===== config.mk =====
export PLATFORM = sky130hd
export DESIGN_NAME = connection_info_element_parser_unit
export DESIGN_NICKNAME = d
export VERILOG_FILES = /design/src/sv/ciep_pkg.sv /design/src/sv/connection_info_element_parser_unit.sv
export SDC_FILE = /design/constraint.sdc
export NUM_CORES = 1
export LEC_CHECK = 0
export BUFFER_PORTS_ARGS = -buffer_cell sky130_fd_sc_hd__buf_2
export CORE_MARGIN = 1
export CORE_UTILIZATION = 50
export CTS_CLUSTER_SIZE = 10
export DETAILED_ROUTE_END_ITERATION = 12
export GPL_ROUTABILITY_DRIVEN = 0
export GPL_TIMING_DRIVEN = 1
export PLACE_DENSITY = 0.8
export SYNTH_ARGS = -nofsm -noshare
export SYNTH_HDL_FRONTEND = slang
export SYNTH_SLANG_ARGS = --single-unit

===== constraint.sdc =====
create_clock -name clk -period 3.7 [get_ports clk]
set_input_delay 0.185 -clock clk [delete_from_list [all_inputs] [get_ports clk]]
set_output_delay 0.185 -clock clk [all_outputs]
set_load 0.02 [all_outputs]

===== src/sv/ciep_pkg.sv =====
// types and constants shared by the connection info element parser
package ciep_pkg;

  // parse position within one element
  typedef enum logic [3:0] {
    PH_TYPE  = 4'd0,
    PH_LEN   = 4'd1,
    PH_MED   = 4'd2,
    PH_MASK  = 4'd3,
    PH_MAC   = 4'd4,
    PH_CLEN  = 4'd5,
    PH_CDATA = 4'd6,
    PH_PSM   = 4'd7,
    PH_ACT   = 4'd8,
    PH_SKIP  = 4'd9
  } phase_t;

  // field class codes
  localparam logic [2:0] CLS_HEADER = 3'd0;
  localparam logic [2:0] CLS_MAC    = 3'd1;
  localparam logic [2:0] CLS_CLEN   = 3'd2;
  localparam logic [2:0] CLS_CDATA  = 3'd3;
  localparam logic [2:0] CLS_PSM    = 3'd4;
  localparam logic [2:0] CLS_ACTION = 3'd5;

  // status codes, reported on the final byte
  localparam logic [3:0] ST_OK        = 4'd0;
  localparam logic [3:0] ST_SHORT     = 4'd1;
  localparam logic [3:0] ST_TYPE      = 4'd2;
  localparam logic [3:0] ST_LENGTH    = 4'd3;
  localparam logic [3:0] ST_MEDIUM    = 4'd4;
  localparam logic [3:0] ST_MAC       = 4'd5;
  localparam logic [3:0] ST_CHAR      = 4'd6;
  localparam logic [3:0] ST_PSM       = 4'd7;
  localparam logic [3:0] ST_NO_ACTION = 4'd8;

  // configuration register indexes
  localparam logic [1:0] CFG_ELEMENT_TYPE = 2'd0;
  localparam logic [1:0] CFG_MEDIUM_TYPE  = 2'd1;
  localparam logic [1:0] CFG_MIN_LENGTH   = 2'd2;

  // presence mask bits in the mask byte
  localparam int MASK_MAC_BIT  = 6;
  localparam int MASK_CHAR_BIT = 5;
  localparam int MASK_PSM_BIT  = 4;

  // header bytes (type and length) that the length byte does not count
  localparam logic [7:0] HDR_LEN_ADJ = 8'd2;

  typedef struct packed {
    logic [7:0] in_byte;
    logic       final_byte;
  } in_item_t;

  typedef struct packed {
    logic [2:0] field_class;
    logic [7:0] data_byte;
    logic [6:0] field_offset;
    logic       has_mac;
    logic       has_char;
    logic       has_psm;
    logic       element_done;
    logic [3:0] status;
  } out_item_t;

endpackage


===== src/sv/connection_info_element_parser_unit.sv =====
// connection info element parser: labels each byte of an element and checks its header
//
// Usage: bytes of one element enter on the in_ channel (valid/ready), one per item,
// with final_byte set on the last byte. Every input item yields exactly one result
// item on the out_ channel carrying the byte, its field class, its offset within the
// field and the presence bits seen so far. The status field is nonzero only on the
// result of the final byte and reports the first failing check of the element.
// An accepted item is offered as a result in the cycle after it is taken. Throughput
// is one item per cycle unless the receiver stalls; the per-byte state update is a
// single level of compare and increment logic between the parse state registers
// and the result register. in_ready stays high while the result register is empty
// or being taken, so a stalled receiver holds the result and back-pressures the input
// after one item. Synchronous active-low reset returns the parser to the start of an
// element, empties the result register and sets the registers to type 0, medium 0
// and minimum length 4. Configuration writes (cfg_we, cfg_index, cfg_wdata) take
// effect at the edge and should be made while no element is in progress.
module connection_info_element_parser_unit #(
  parameter int MAC_BYTES = 6,
  parameter int PSM_BYTES = 2
) (
  input  logic                  clk,
  input  logic                  rst_n,
  input  logic                  in_valid,
  output logic                  in_ready,
  input  ciep_pkg::in_item_t    in_data,
  output logic                  out_valid,
  input  logic                  out_ready,
  output ciep_pkg::out_item_t   out_data,
  input  logic                  cfg_we,
  input  logic [1:0]            cfg_index,
  input  logic [7:0]            cfg_wdata
);

  localparam logic [7:0] MacLast = 8'(MAC_BYTES);
  localparam logic [7:0] PsmLast = 8'(PSM_BYTES);

  // configuration registers
  logic [7:0] elem_type_r;
  logic [7:0] med_type_r;
  logic [7:0] min_len_r;

  // element state
  ciep_pkg::phase_t phase_r, phase_nxt;
  logic [7:0] byte_count_r, byte_count_nxt;
  logic [7:0] decl_len_r, decl_len_nxt;
  logic [2:0] presence_r, presence_nxt;
  logic [7:0] field_cnt_r, field_cnt_nxt;
  logic [7:0] char_len_r, char_len_nxt;
  logic       err_type_r, err_type_nxt;
  logic       err_med_r, err_med_nxt;

  // result register
  logic                out_valid_r;
  ciep_pkg::out_item_t out_data_r, out_data_nxt;

  logic in_fire;
  ciep_pkg::phase_t phase_upd;
  logic [7:0] cnt_upd;
  logic [7:0] dl_upd;
  logic [7:0] fc_upd;
  logic [2:0] pres_upd;
  logic [2:0] cls;
  logic [6:0] off;
  logic [3:0] status;
  logic       et_upd, em_upd;
  ciep_pkg::phase_t after_char, after_mac, after_mask;
  logic [2:0] mask_flags;

  assign in_ready = !out_valid_r || out_ready;
  assign in_fire  = in_valid && in_ready;
  assign out_valid = out_valid_r;
  assign out_data  = out_data_r;

  // configuration writes
  always_ff @(posedge clk) begin
    if (!rst_n) begin
      elem_type_r <= 8'd0;
      med_type_r  <= 8'd0;
      min_len_r   <= 8'd4;
    end else if (cfg_we) begin
      unique case (cfg_index)
        ciep_pkg::CFG_ELEMENT_TYPE: elem_type_r <= cfg_wdata;
        ciep_pkg::CFG_MEDIUM_TYPE:  med_type_r  <= cfg_wdata;
        ciep_pkg::CFG_MIN_LENGTH:   min_len_r   <= cfg_wdata;
        default: ;
      endcase
    end
  end

  // successor phases once a field ends
  assign mask_flags = {in_data.in_byte[ciep_pkg::MASK_MAC_BIT],
                       in_data.in_byte[ciep_pkg::MASK_CHAR_BIT],
                       in_data.in_byte[ciep_pkg::MASK_PSM_BIT]};
  assign after_char = presence_r[0] ? ciep_pkg::PH_PSM : ciep_pkg::PH_ACT;
  assign after_mac  = presence_r[1] ? ciep_pkg::PH_CLEN : after_char;
  always_comb begin
    if (mask_flags[2]) begin
      after_mask = ciep_pkg::PH_MAC;
    end else if (mask_flags[1]) begin
      after_mask = ciep_pkg::PH_CLEN;
    end else if (mask_flags[0]) begin
      after_mask = ciep_pkg::PH_PSM;
    end else begin
      after_mask = ciep_pkg::PH_ACT;
    end
  end

  // per-byte parse step
  always_comb begin
    phase_upd = phase_r;
    dl_upd    = decl_len_r;
    fc_upd    = field_cnt_r;
    pres_upd  = presence_r;
    et_upd    = err_type_r;
    em_upd    = err_med_r;
    char_len_nxt = char_len_r;
    cls = ciep_pkg::CLS_HEADER;
    off = (field_cnt_r > 8'd127) ? 7'd127 : field_cnt_r[6:0];
    cnt_upd = (byte_count_r == 8'hff) ? byte_count_r : byte_count_r + 8'd1;
    unique case (phase_r)
      ciep_pkg::PH_TYPE: begin
        off = 7'd0;
        if (in_data.in_byte != elem_type_r) et_upd = 1'b1;
        phase_upd = ciep_pkg::PH_LEN;
      end
      ciep_pkg::PH_LEN: begin
        off = 7'd1;
        dl_upd = in_data.in_byte;
        phase_upd = ciep_pkg::PH_MED;
      end
      ciep_pkg::PH_MED: begin
        off = 7'd2;
        if (in_data.in_byte != med_type_r) em_upd = 1'b1;
        phase_upd = ciep_pkg::PH_MASK;
      end
      ciep_pkg::PH_MASK: begin
        off = 7'd3;
        pres_upd = mask_flags;
        fc_upd = 8'd0;
        phase_upd = after_mask;
      end
      ciep_pkg::PH_MAC: begin
        cls = ciep_pkg::CLS_MAC;
        fc_upd = field_cnt_r + 8'd1;
        if (fc_upd >= MacLast) begin
          fc_upd = 8'd0;
          phase_upd = after_mac;
        end
      end
      ciep_pkg::PH_CLEN: begin
        cls = ciep_pkg::CLS_CLEN;
        off = 7'd0;
        fc_upd = 8'd0;
        if (in_data.in_byte[7]) begin
          phase_upd = ciep_pkg::PH_SKIP;
        end else begin
          char_len_nxt = in_data.in_byte;
          phase_upd = (in_data.in_byte == 8'd0) ? after_char : ciep_pkg::PH_CDATA;
        end
      end
      ciep_pkg::PH_CDATA: begin
        cls = ciep_pkg::CLS_CDATA;
        fc_upd = field_cnt_r + 8'd1;
        if (fc_upd >= char_len_r) begin
          fc_upd = 8'd0;
          phase_upd = after_char;
        end
      end
      ciep_pkg::PH_SKIP: begin
        cls = ciep_pkg::CLS_CDATA;
        if (field_cnt_r < 8'd127) fc_upd = field_cnt_r + 8'd1;
      end
      ciep_pkg::PH_PSM: begin
        cls = ciep_pkg::CLS_PSM;
        fc_upd = field_cnt_r + 8'd1;
        if (fc_upd >= PsmLast) begin
          fc_upd = 8'd0;
          phase_upd = ciep_pkg::PH_ACT;
        end
      end
      default: begin
        cls = ciep_pkg::CLS_ACTION;
        if (field_cnt_r != 8'hff) fc_upd = field_cnt_r + 8'd1;
      end
    endcase
  end

  // end-of-element status, first failing check wins
  always_comb begin
    if (cnt_upd < min_len_r) begin
      status = ciep_pkg::ST_SHORT;
    end else if (et_upd) begin
      status = ciep_pkg::ST_TYPE;
    end else if (cnt_upd < 8'd2 || dl_upd[7] || dl_upd != cnt_upd - ciep_pkg::HDR_LEN_ADJ) begin
      status = ciep_pkg::ST_LENGTH;
    end else if (cnt_upd < 8'd3 || em_upd) begin
      status = ciep_pkg::ST_MEDIUM;
    end else begin
      case (phase_upd)
        ciep_pkg::PH_MAC: status = ciep_pkg::ST_MAC;
        ciep_pkg::PH_CLEN, ciep_pkg::PH_CDATA, ciep_pkg::PH_SKIP: status = ciep_pkg::ST_CHAR;
        ciep_pkg::PH_PSM: status = ciep_pkg::ST_PSM;
        ciep_pkg::PH_ACT: status = (fc_upd == 8'd0) ? ciep_pkg::ST_NO_ACTION
                                                    : ciep_pkg::ST_OK;
        default: status = ciep_pkg::ST_NO_ACTION;
      endcase
    end
  end

  // result item and element restart on the final byte
  always_comb begin
    out_data_nxt.field_class  = cls;
    out_data_nxt.data_byte    = in_data.in_byte;
    out_data_nxt.field_offset = off;
    out_data_nxt.has_mac      = pres_upd[2];
    out_data_nxt.has_char     = pres_upd[1];
    out_data_nxt.has_psm      = pres_upd[0];
    out_data_nxt.element_done = in_data.final_byte;
    out_data_nxt.status       = in_data.final_byte ? status : ciep_pkg::ST_OK;
    if (in_data.final_byte) begin
      phase_nxt      = ciep_pkg::PH_TYPE;
      byte_count_nxt = 8'd0;
      decl_len_nxt   = 8'd0;
      presence_nxt   = 3'd0;
      field_cnt_nxt  = 8'd0;
      err_type_nxt   = 1'b0;
      err_med_nxt    = 1'b0;
    end else begin
      phase_nxt      = phase_upd;
      byte_count_nxt = cnt_upd;
      decl_len_nxt   = dl_upd;
      presence_nxt   = pres_upd;
      field_cnt_nxt  = fc_upd;
      err_type_nxt   = et_upd;
      err_med_nxt    = em_upd;
    end
  end

  // element state registers
  always_ff @(posedge clk) begin
    if (!rst_n) begin
      phase_r      <= ciep_pkg::PH_TYPE;
      byte_count_r <= 8'd0;
      decl_len_r   <= 8'd0;
      presence_r   <= 3'd0;
      field_cnt_r  <= 8'd0;
      char_len_r   <= 8'd0;
      err_type_r   <= 1'b0;
      err_med_r    <= 1'b0;
    end else if (in_fire) begin
      phase_r      <= phase_nxt;
      byte_count_r <= byte_count_nxt;
      decl_len_r   <= decl_len_nxt;
      presence_r   <= presence_nxt;
      field_cnt_r  <= field_cnt_nxt;
      char_len_r   <= in_data.final_byte ? 8'd0 : char_len_nxt;
      err_type_r   <= err_type_nxt;
      err_med_r    <= err_med_nxt;
    end
  end

  // result register
  always_ff @(posedge clk) begin
    if (!rst_n) begin
      out_valid_r <= 1'b0;
    end else if (in_fire) begin
      out_valid_r <= 1'b1;
    end else if (out_ready) begin
      out_valid_r <= 1'b0;
    end
  end

  always_ff @(posedge clk) begin
    if (in_fire) begin
      out_data_r <= out_data_nxt;
    end
  end

  // final byte restarts the element
  a_final_restart: assert property (@(posedge clk) disable iff (!rst_n)
    (in_fire && in_data.final_byte) |=>
      (phase_r == ciep_pkg::PH_TYPE && byte_count_r == 8'd0 && presence_r == 3'd0))
    else $error("element state not cleared after final byte");

  // status only on the final result
  a_status_final: assert property (@(posedge clk) disable iff (!rst_n)
    out_valid_r |-> (out_data_r.element_done || out_data_r.status == ciep_pkg::ST_OK))
    else $error("status reported on a non-final item");

  // no presence bits before the mask byte
  a_presence_hdr: assert property (@(posedge clk) disable iff (!rst_n)
    (phase_r == ciep_pkg::PH_TYPE || phase_r == ciep_pkg::PH_LEN ||
     phase_r == ciep_pkg::PH_MED || phase_r == ciep_pkg::PH_MASK) |-> (presence_r == 3'd0))
    else $error("presence bits set during header");

  // skipped characteristic counter saturates
  a_skip_sat: assert property (@(posedge clk) disable iff (!rst_n)
    (phase_r == ciep_pkg::PH_SKIP) |-> (field_cnt_r <= 8'd127))
    else $error("skip counter past saturation");

  // empty result register never blocks input
  a_ready_empty: assert property (@(posedge clk) disable iff (!rst_n)
    !out_valid_r |-> in_ready)
    else $error("input stalled with empty result register");

endmodule


After elaboration in Yosys (flattened, before gate mapping)
Index checks and enable logic that the tools add are counted.

word-level totals
  bits in registers = 92
  logic and storage cells = 127

operators by class
  $add $sub $neg = 3
  order comparisons = 8
  equal/unequal tests = 22
  mux-type cells = 45
  bitwise gates (word level) = 1
  reduce and logical (&&, ||, !) cells = 25

operators by type and width
  operator               number
  $mux W8                13
  $mux W4                12
  $pmux W8 S6            1
  $eq A4 B3 Y1 const B   8
  $pmux W4 S8            1
  $pmux W7 S4            1
  $ne A8 B8 Y1           3
  $add A8 B1 Y8 const B  2
  $logic_not A8 Y1       2
  $lt A8 B2 Y1 const B   2
  $pmux W4 S4            1
  $pmux W3 S5            1
  $eq A4 B4 Y1 const B   3
  $mux W1                9
  $mux W3                3
  $eq A4 B2 Y1 const B   2
  $eq A8 B8 Y1 const B   1
  $ge A8 B2 Y1 const B   1
  $ge A8 B3 Y1 const B   1
  $ge A8 B8 Y1           1
  $gt A8 B7 Y1 const B   1
  $lt A8 B7 Y1 const B   1
  $lt A8 B8 Y1           1
  $ne A8 B8 Y1 const B   1
  other kinds (20)       32

Longest topological paths before layout
  word-level depth = 11
  mapped depth = 16
  mapped depth without buffers = 15

Least setup slack after synthesis
Ideal clock, no wire load.

  path kind = register -> register
  start = reg field_cnt_r[1]
  end = reg out_data_r (netlist bit out_data[3]) (data pin)
  data arrival time = 3.273 ns
  setup slack = 0.225 ns
  cell stages (with the launch flop) = 15
  period minus slack after synthesis = 3.475 ns
  cells stage by stage = dfxtp_1 -> ha_1 -> nand3_1 -> and2_1 -> or2_2 -> ha_1 -> nand4_1 -> and3_1 -> o21ai_0 -> or2_1 -> a2111oi_4 -> a221oi_2 -> nor4_2 -> nand4_1 -> a2111oi_1

on the way
  longest elaborated chain between the ends = 7
  elaborated cells between the ends (all ways) = 26
  classes of those cells = add/sub (1); order compare (4); eq/ne (7); mux (12); reduce/logical (2)

RTL lines
  element                                             RTL line                                                                                RTL
  start, declared                                     connection_info_element_parser_unit.sv:47                                               logic [7:0] field_cnt_r, field_cnt_nxt;
  start signal, assigned                              connection_info_element_parser_unit.sv:255                                              field_cnt_r <= field_cnt_nxt;
  $add A8 B1 Y8                                       -
  $ge A8 B2 Y1, or another cell as far along          connection_info_element_parser_unit.sv:176                                              if (fc_upd >= PsmLast) begin
  $mux W4, or another cell as far along               connection_info_element_parser_unit.sv:176
  $pmux W4 S8 / $pmux W8 S6 (equally long branches)   connection_info_element_parser_unit.sv:120                                              unique case (phase_r)
  $eq A4 B3 Y1, or another cell as far along          connection_info_element_parser_unit.sv:199                                              case (phase_upd)
  $reduce_or A3 Y1 / $mux W4 (equally long branches)  connection_info_element_parser_unit.sv:199, connection_info_element_parser_unit.sv:203
  $pmux W4 S4 *                                       connection_info_element_parser_unit.sv:199
  end signal, assigned                                connection_info_element_parser_unit.sv:275                                              out_data_r <= out_data_nxt;
  end, declared                                       connection_info_element_parser_unit.sv:54                                               ciep_pkg::out_item_t out_data_r, out_data_nxt;

Every way passes the cells marked *; elsewhere a longest branch is shown, timed or not.
A chain may end at the register's enable or synchronous reset.

Final worst setup path
  start = reg byte_count_r[0]
  end = reg out_data_r (netlist bit out_data[3]) (data pin)

on the way
  longest elaborated chain between the ends = 6
  elaborated cells between the ends (all ways) = 12
  classes of those cells = add/sub (2); order compare (3); eq/ne (2); mux (1); reduce/logical (4)

RTL lines
  element                                                    RTL line                                    RTL
  start, declared                                            connection_info_element_parser_unit.sv:44   logic [7:0] byte_count_r, byte_count_nxt;
  start signal, assigned                                     connection_info_element_parser_unit.sv:252  byte_count_r <= byte_count_nxt;
  $add A8 B1 Y8 / $eq A8 B8 Y1 (equally long branches)       connection_info_element_parser_unit.sv:119  cnt_upd = (byte_count_r == 8'hff) ? byte_count_r : byte_count_r + 8'd1;
  $mux W8 *                                                  connection_info_element_parser_unit.sv:119
  $sub A8 B2 Y8 / $lt A8 B2 Y1 (equally long branches)       connection_info_element_parser_unit.sv:194  end else if (cnt_upd < 8'd2 || dl_upd[7] || dl_upd != cnt_upd - ciep_pkg::HDR_LEN_ADJ) begin
  $ne A8 B8 Y1 / $logic_or A1 B1 Y1 (equally long branches)  connection_info_element_parser_unit.sv:194
  $logic_or A1 B1 Y1                                         connection_info_element_parser_unit.sv:194
  $reduce_or A5 Y1 (no source line) *                        -

Marks and branches as above.

==> flow_metrics.tcl <==
set metrics [dict create \
    io-pin-count 52 \
    syn_to_final_growth_pct 11.1 \
    dr.pass1.iters 5 \
    syn_avg_cell_area_um2 9.00 \
    status "finished, final reports clean" \
    worstPathArrival_ns 3.61 \
    synth_area_um2 5700 \
    cts_tree "done" \
    ir_drop_mv 0.219 \
    clockBufferDepth 2 \
    dieArea_um2 11800 \
    htree_levels 3 \
    grt_pass1_wl_um 23300 \
    clkTransAtPathRegs_ns 0.06 \
    critical_path.max_fanout 10 \
    leakagePower_nw 2.50 \
    drive_gt1_share_pct 17.6 \
    cap_violations 0 \
    grt_overflow 0 \
    yosysMostFrequentCell "dfxtp_1" \
    yosys-top-cells-count "dfxtp_1 (65), nor2b_1 (55), nand2_1 (43)" \
    fin_total_pwr_mw 2.20 \
    slew_viol_final 0 \
    antennaDiodeCount 0 \
    worst_pin_slew_ns 0.968 \
    cts_setup_buffers 0 \
    grt_max_degree 65 \
    port_buffers 51 \
    rows 38 \
    timing.rr.start "byte_count_r[0]" \
    root_buffer "clkbuf_16" \
    crit_path_end_kind "register" \
    ys_seq_area_share_pct 36.5 \
    clock_sinks 91 \
    synth-edff-count 26 \
    initial_core_util_pct 51.9 \
    dr_total_vias 5005 \
    slew_headroom_pct 35.3 \
    ant_nets 0 \
    period_share_pct 93.4 \
    wl_um 14300 \
    hpwl_um 10100 \
    max_freq_ghz 0.289 \
    p_per_area_nw_per_um2 348 \
    setup_viol 0 \
    die_x_um 109 \
    nFillCells 939 \
    placed_area_um2 6040 \
    antenna_found_initial 0 \
    vias_per_cell 6.16 \
    hold_viol 0 \
    synth.net_count 675 \
    clk_latency_ns 0.35 \
    synth_cells 633 \
    ys_seq_elements 91 \
    worstSetupPathType "reg2reg" \
    pre_cts_slack_ns 0.126 \
    min_path_type "in2reg" \
    core_area_um2 11000 \
    synth.distinct_cells 77 \
    ys.flop_type "dfxtp_1" \
    clock_skew_ns 0.00529 \
    fin_util_pct 57.6 \
    crit_start "byte_count_r[0]" \
    hp-start "in_valid" \
    layout_setup_ws_ns 0.245 \
    synth_top_area_cell "dfxtp_1" \
    cts_resized 0 \
    worstPathRequired_ns 3.86 \
    period_minus_slack_ns 3.45 \
    drt-wirelength-per-cell_um 17.6 \
    synth-async-reset-ratio_pct 0 \
    first_iter_violations 407 \
    synth_top_area_share_pct 22.8 \
    grt_pass1_vias 4815 \
    design_area_um2 6330 \
    ctsHoldBuffers 0 \
    nets 709 \
    ys_warn_count 0 \
    startpoint_type "register" \
    synthTopCellsByArea "dfxtp_1 (23%), edfxtp_1 (14%), nor2b_1 (6.0%)" \
    grtUsageTotal_pct 25.4 \
    die-height_um 109 \
    cts_buffers 9 \
    drc 0 \
]
==> where the power goes <==
group	leakage, nW	internal [mW]	switching (mW)	total, mW
Sequential	0.786	1.06	0.0195	1.07
Clock	0.127	0.459	0.398	0.858
Combinational	1.58	0.101	0.169	0.270
==> worst paths after layout <==
path	endpoint	slack, ns	cells after the start
worst max-delay path	out_data[3]	0.25	13
worst min-delay path	out_valid	0.09	3
worst max register to register	out_data[3]	0.25	13
worst min register to register	err_med_r	0.51	2
==> cell usage in the layout (no fill, tap or decap), types with 5 or more instances in the layout <==
cell and instances:
dfxtp_1 63, nor2b_1 55, buf_2 51, nand2_1 43, o21ai_0 33, nor2_1 32, mux2i_1 29, a22oi_1 28
a21oi_1 27, xor2_1 26, edfxtp_1 26, inv_1 25, ha_1 18, buf_4 15, and2_1 14, nand4_1 9
nor3_1 9, nand3_1 9, clkbuf_16 9, nor4_1 8, xnor2_1 8, nand2b_1 8, and3_1 7, o21a_1 7
a31oi_1 7, a211oi_1 6, o22ai_1 6, or2_2 5, a21o_1 5, mux2_2 5
==> flip-flops by register name, indices dropped and copies added (netlist names) <==
signal,count
char_len_r,7
err_med_r,1
elem_type_r,8
min_len_r,8
phase_r,4
byte_count_r,8
decl_len_r,8
med_type_r,8
out_data,26
out_valid,1
err_type_r,1
presence_r,3
field_cnt_r,8
==> through the flow <==
stage	cells	hold slack, ns	setup TNS [ns]
3_5_place_dp	796	0.455	0
3_3_place_gp	796	0.449	0
2_1_floorplan	633	0.284	0
5_1_grt	812	0.0934	-0.0236
6_report	812	0.0935	0
4_1_cts	812	0.0887	0
==> layout make-up <==
| type | count | area (um2) | area share [%] |
|---|---|---|---|
| clock buffer | 11 | 233 | 3.68 |
| clock inverter | 5 | 37.5 | 0.593 |
| inverter | 26 | 97.6 | 1.54 |
| multi-input combinational | 473 | 3330 | 52.7 |
| sequential | 91 | 2080 | 32.9 |
| tap | 140 | 175 | 2.77 |
| timing repair buffer | 66 | 368 | 5.81 |
==> layer usage <==
| layer | vias up | track usage (%) | routed length [um] |
|---|---|---|---|
| met1 | 2393 | 31.9 | 5950 |
| li1 | 2351 | - | - |
| met5 | - | 0 | 0 |
| met2 | 222 | 42.9 | 6980 |
| met4 | 0 | 11.1 | 429 |
| met3 | 39 | 4.30 | 945 |
==> kinds of logic (layout without fill, tap and decap cells) <==
| family | count (synthesis) | in the layout | share of synthesized area (%) |
|---|---|---|---|
| and+or+nand+nor | 227 | 227 | 23.2 |
| buffers and inverters | 69 | 108 | 5.21 |
| xor gates and xnor gates | 34 | 34 | 5.23 |
| AOI/OAI and AO/OA | 158 | 158 | 19.4 |
| adders and majority gates | 19 | 19 | 4.13 |
| DFF | 91 | 91 | 36.5 |
| muxes | 35 | 35 | 6.35 |
==> critical path, cell delays in order, from the launching register on <==
cell and delay (ns):
dfxtp_1 0.48, ha_1 0.41, and4_1 0.35, nand2b_1 0.15
nand2_1 0.09, nand2_1 0.09, inv_1 0.17, ha_1 0.31
xnor2_1 0.14, o32ai_1 0.24, o2111a_1 0.25, and4_1 0.22
nand3_1 0.12, a2111oi_2 0.23
Note: power is estimated with default switching activity, not from simulation.
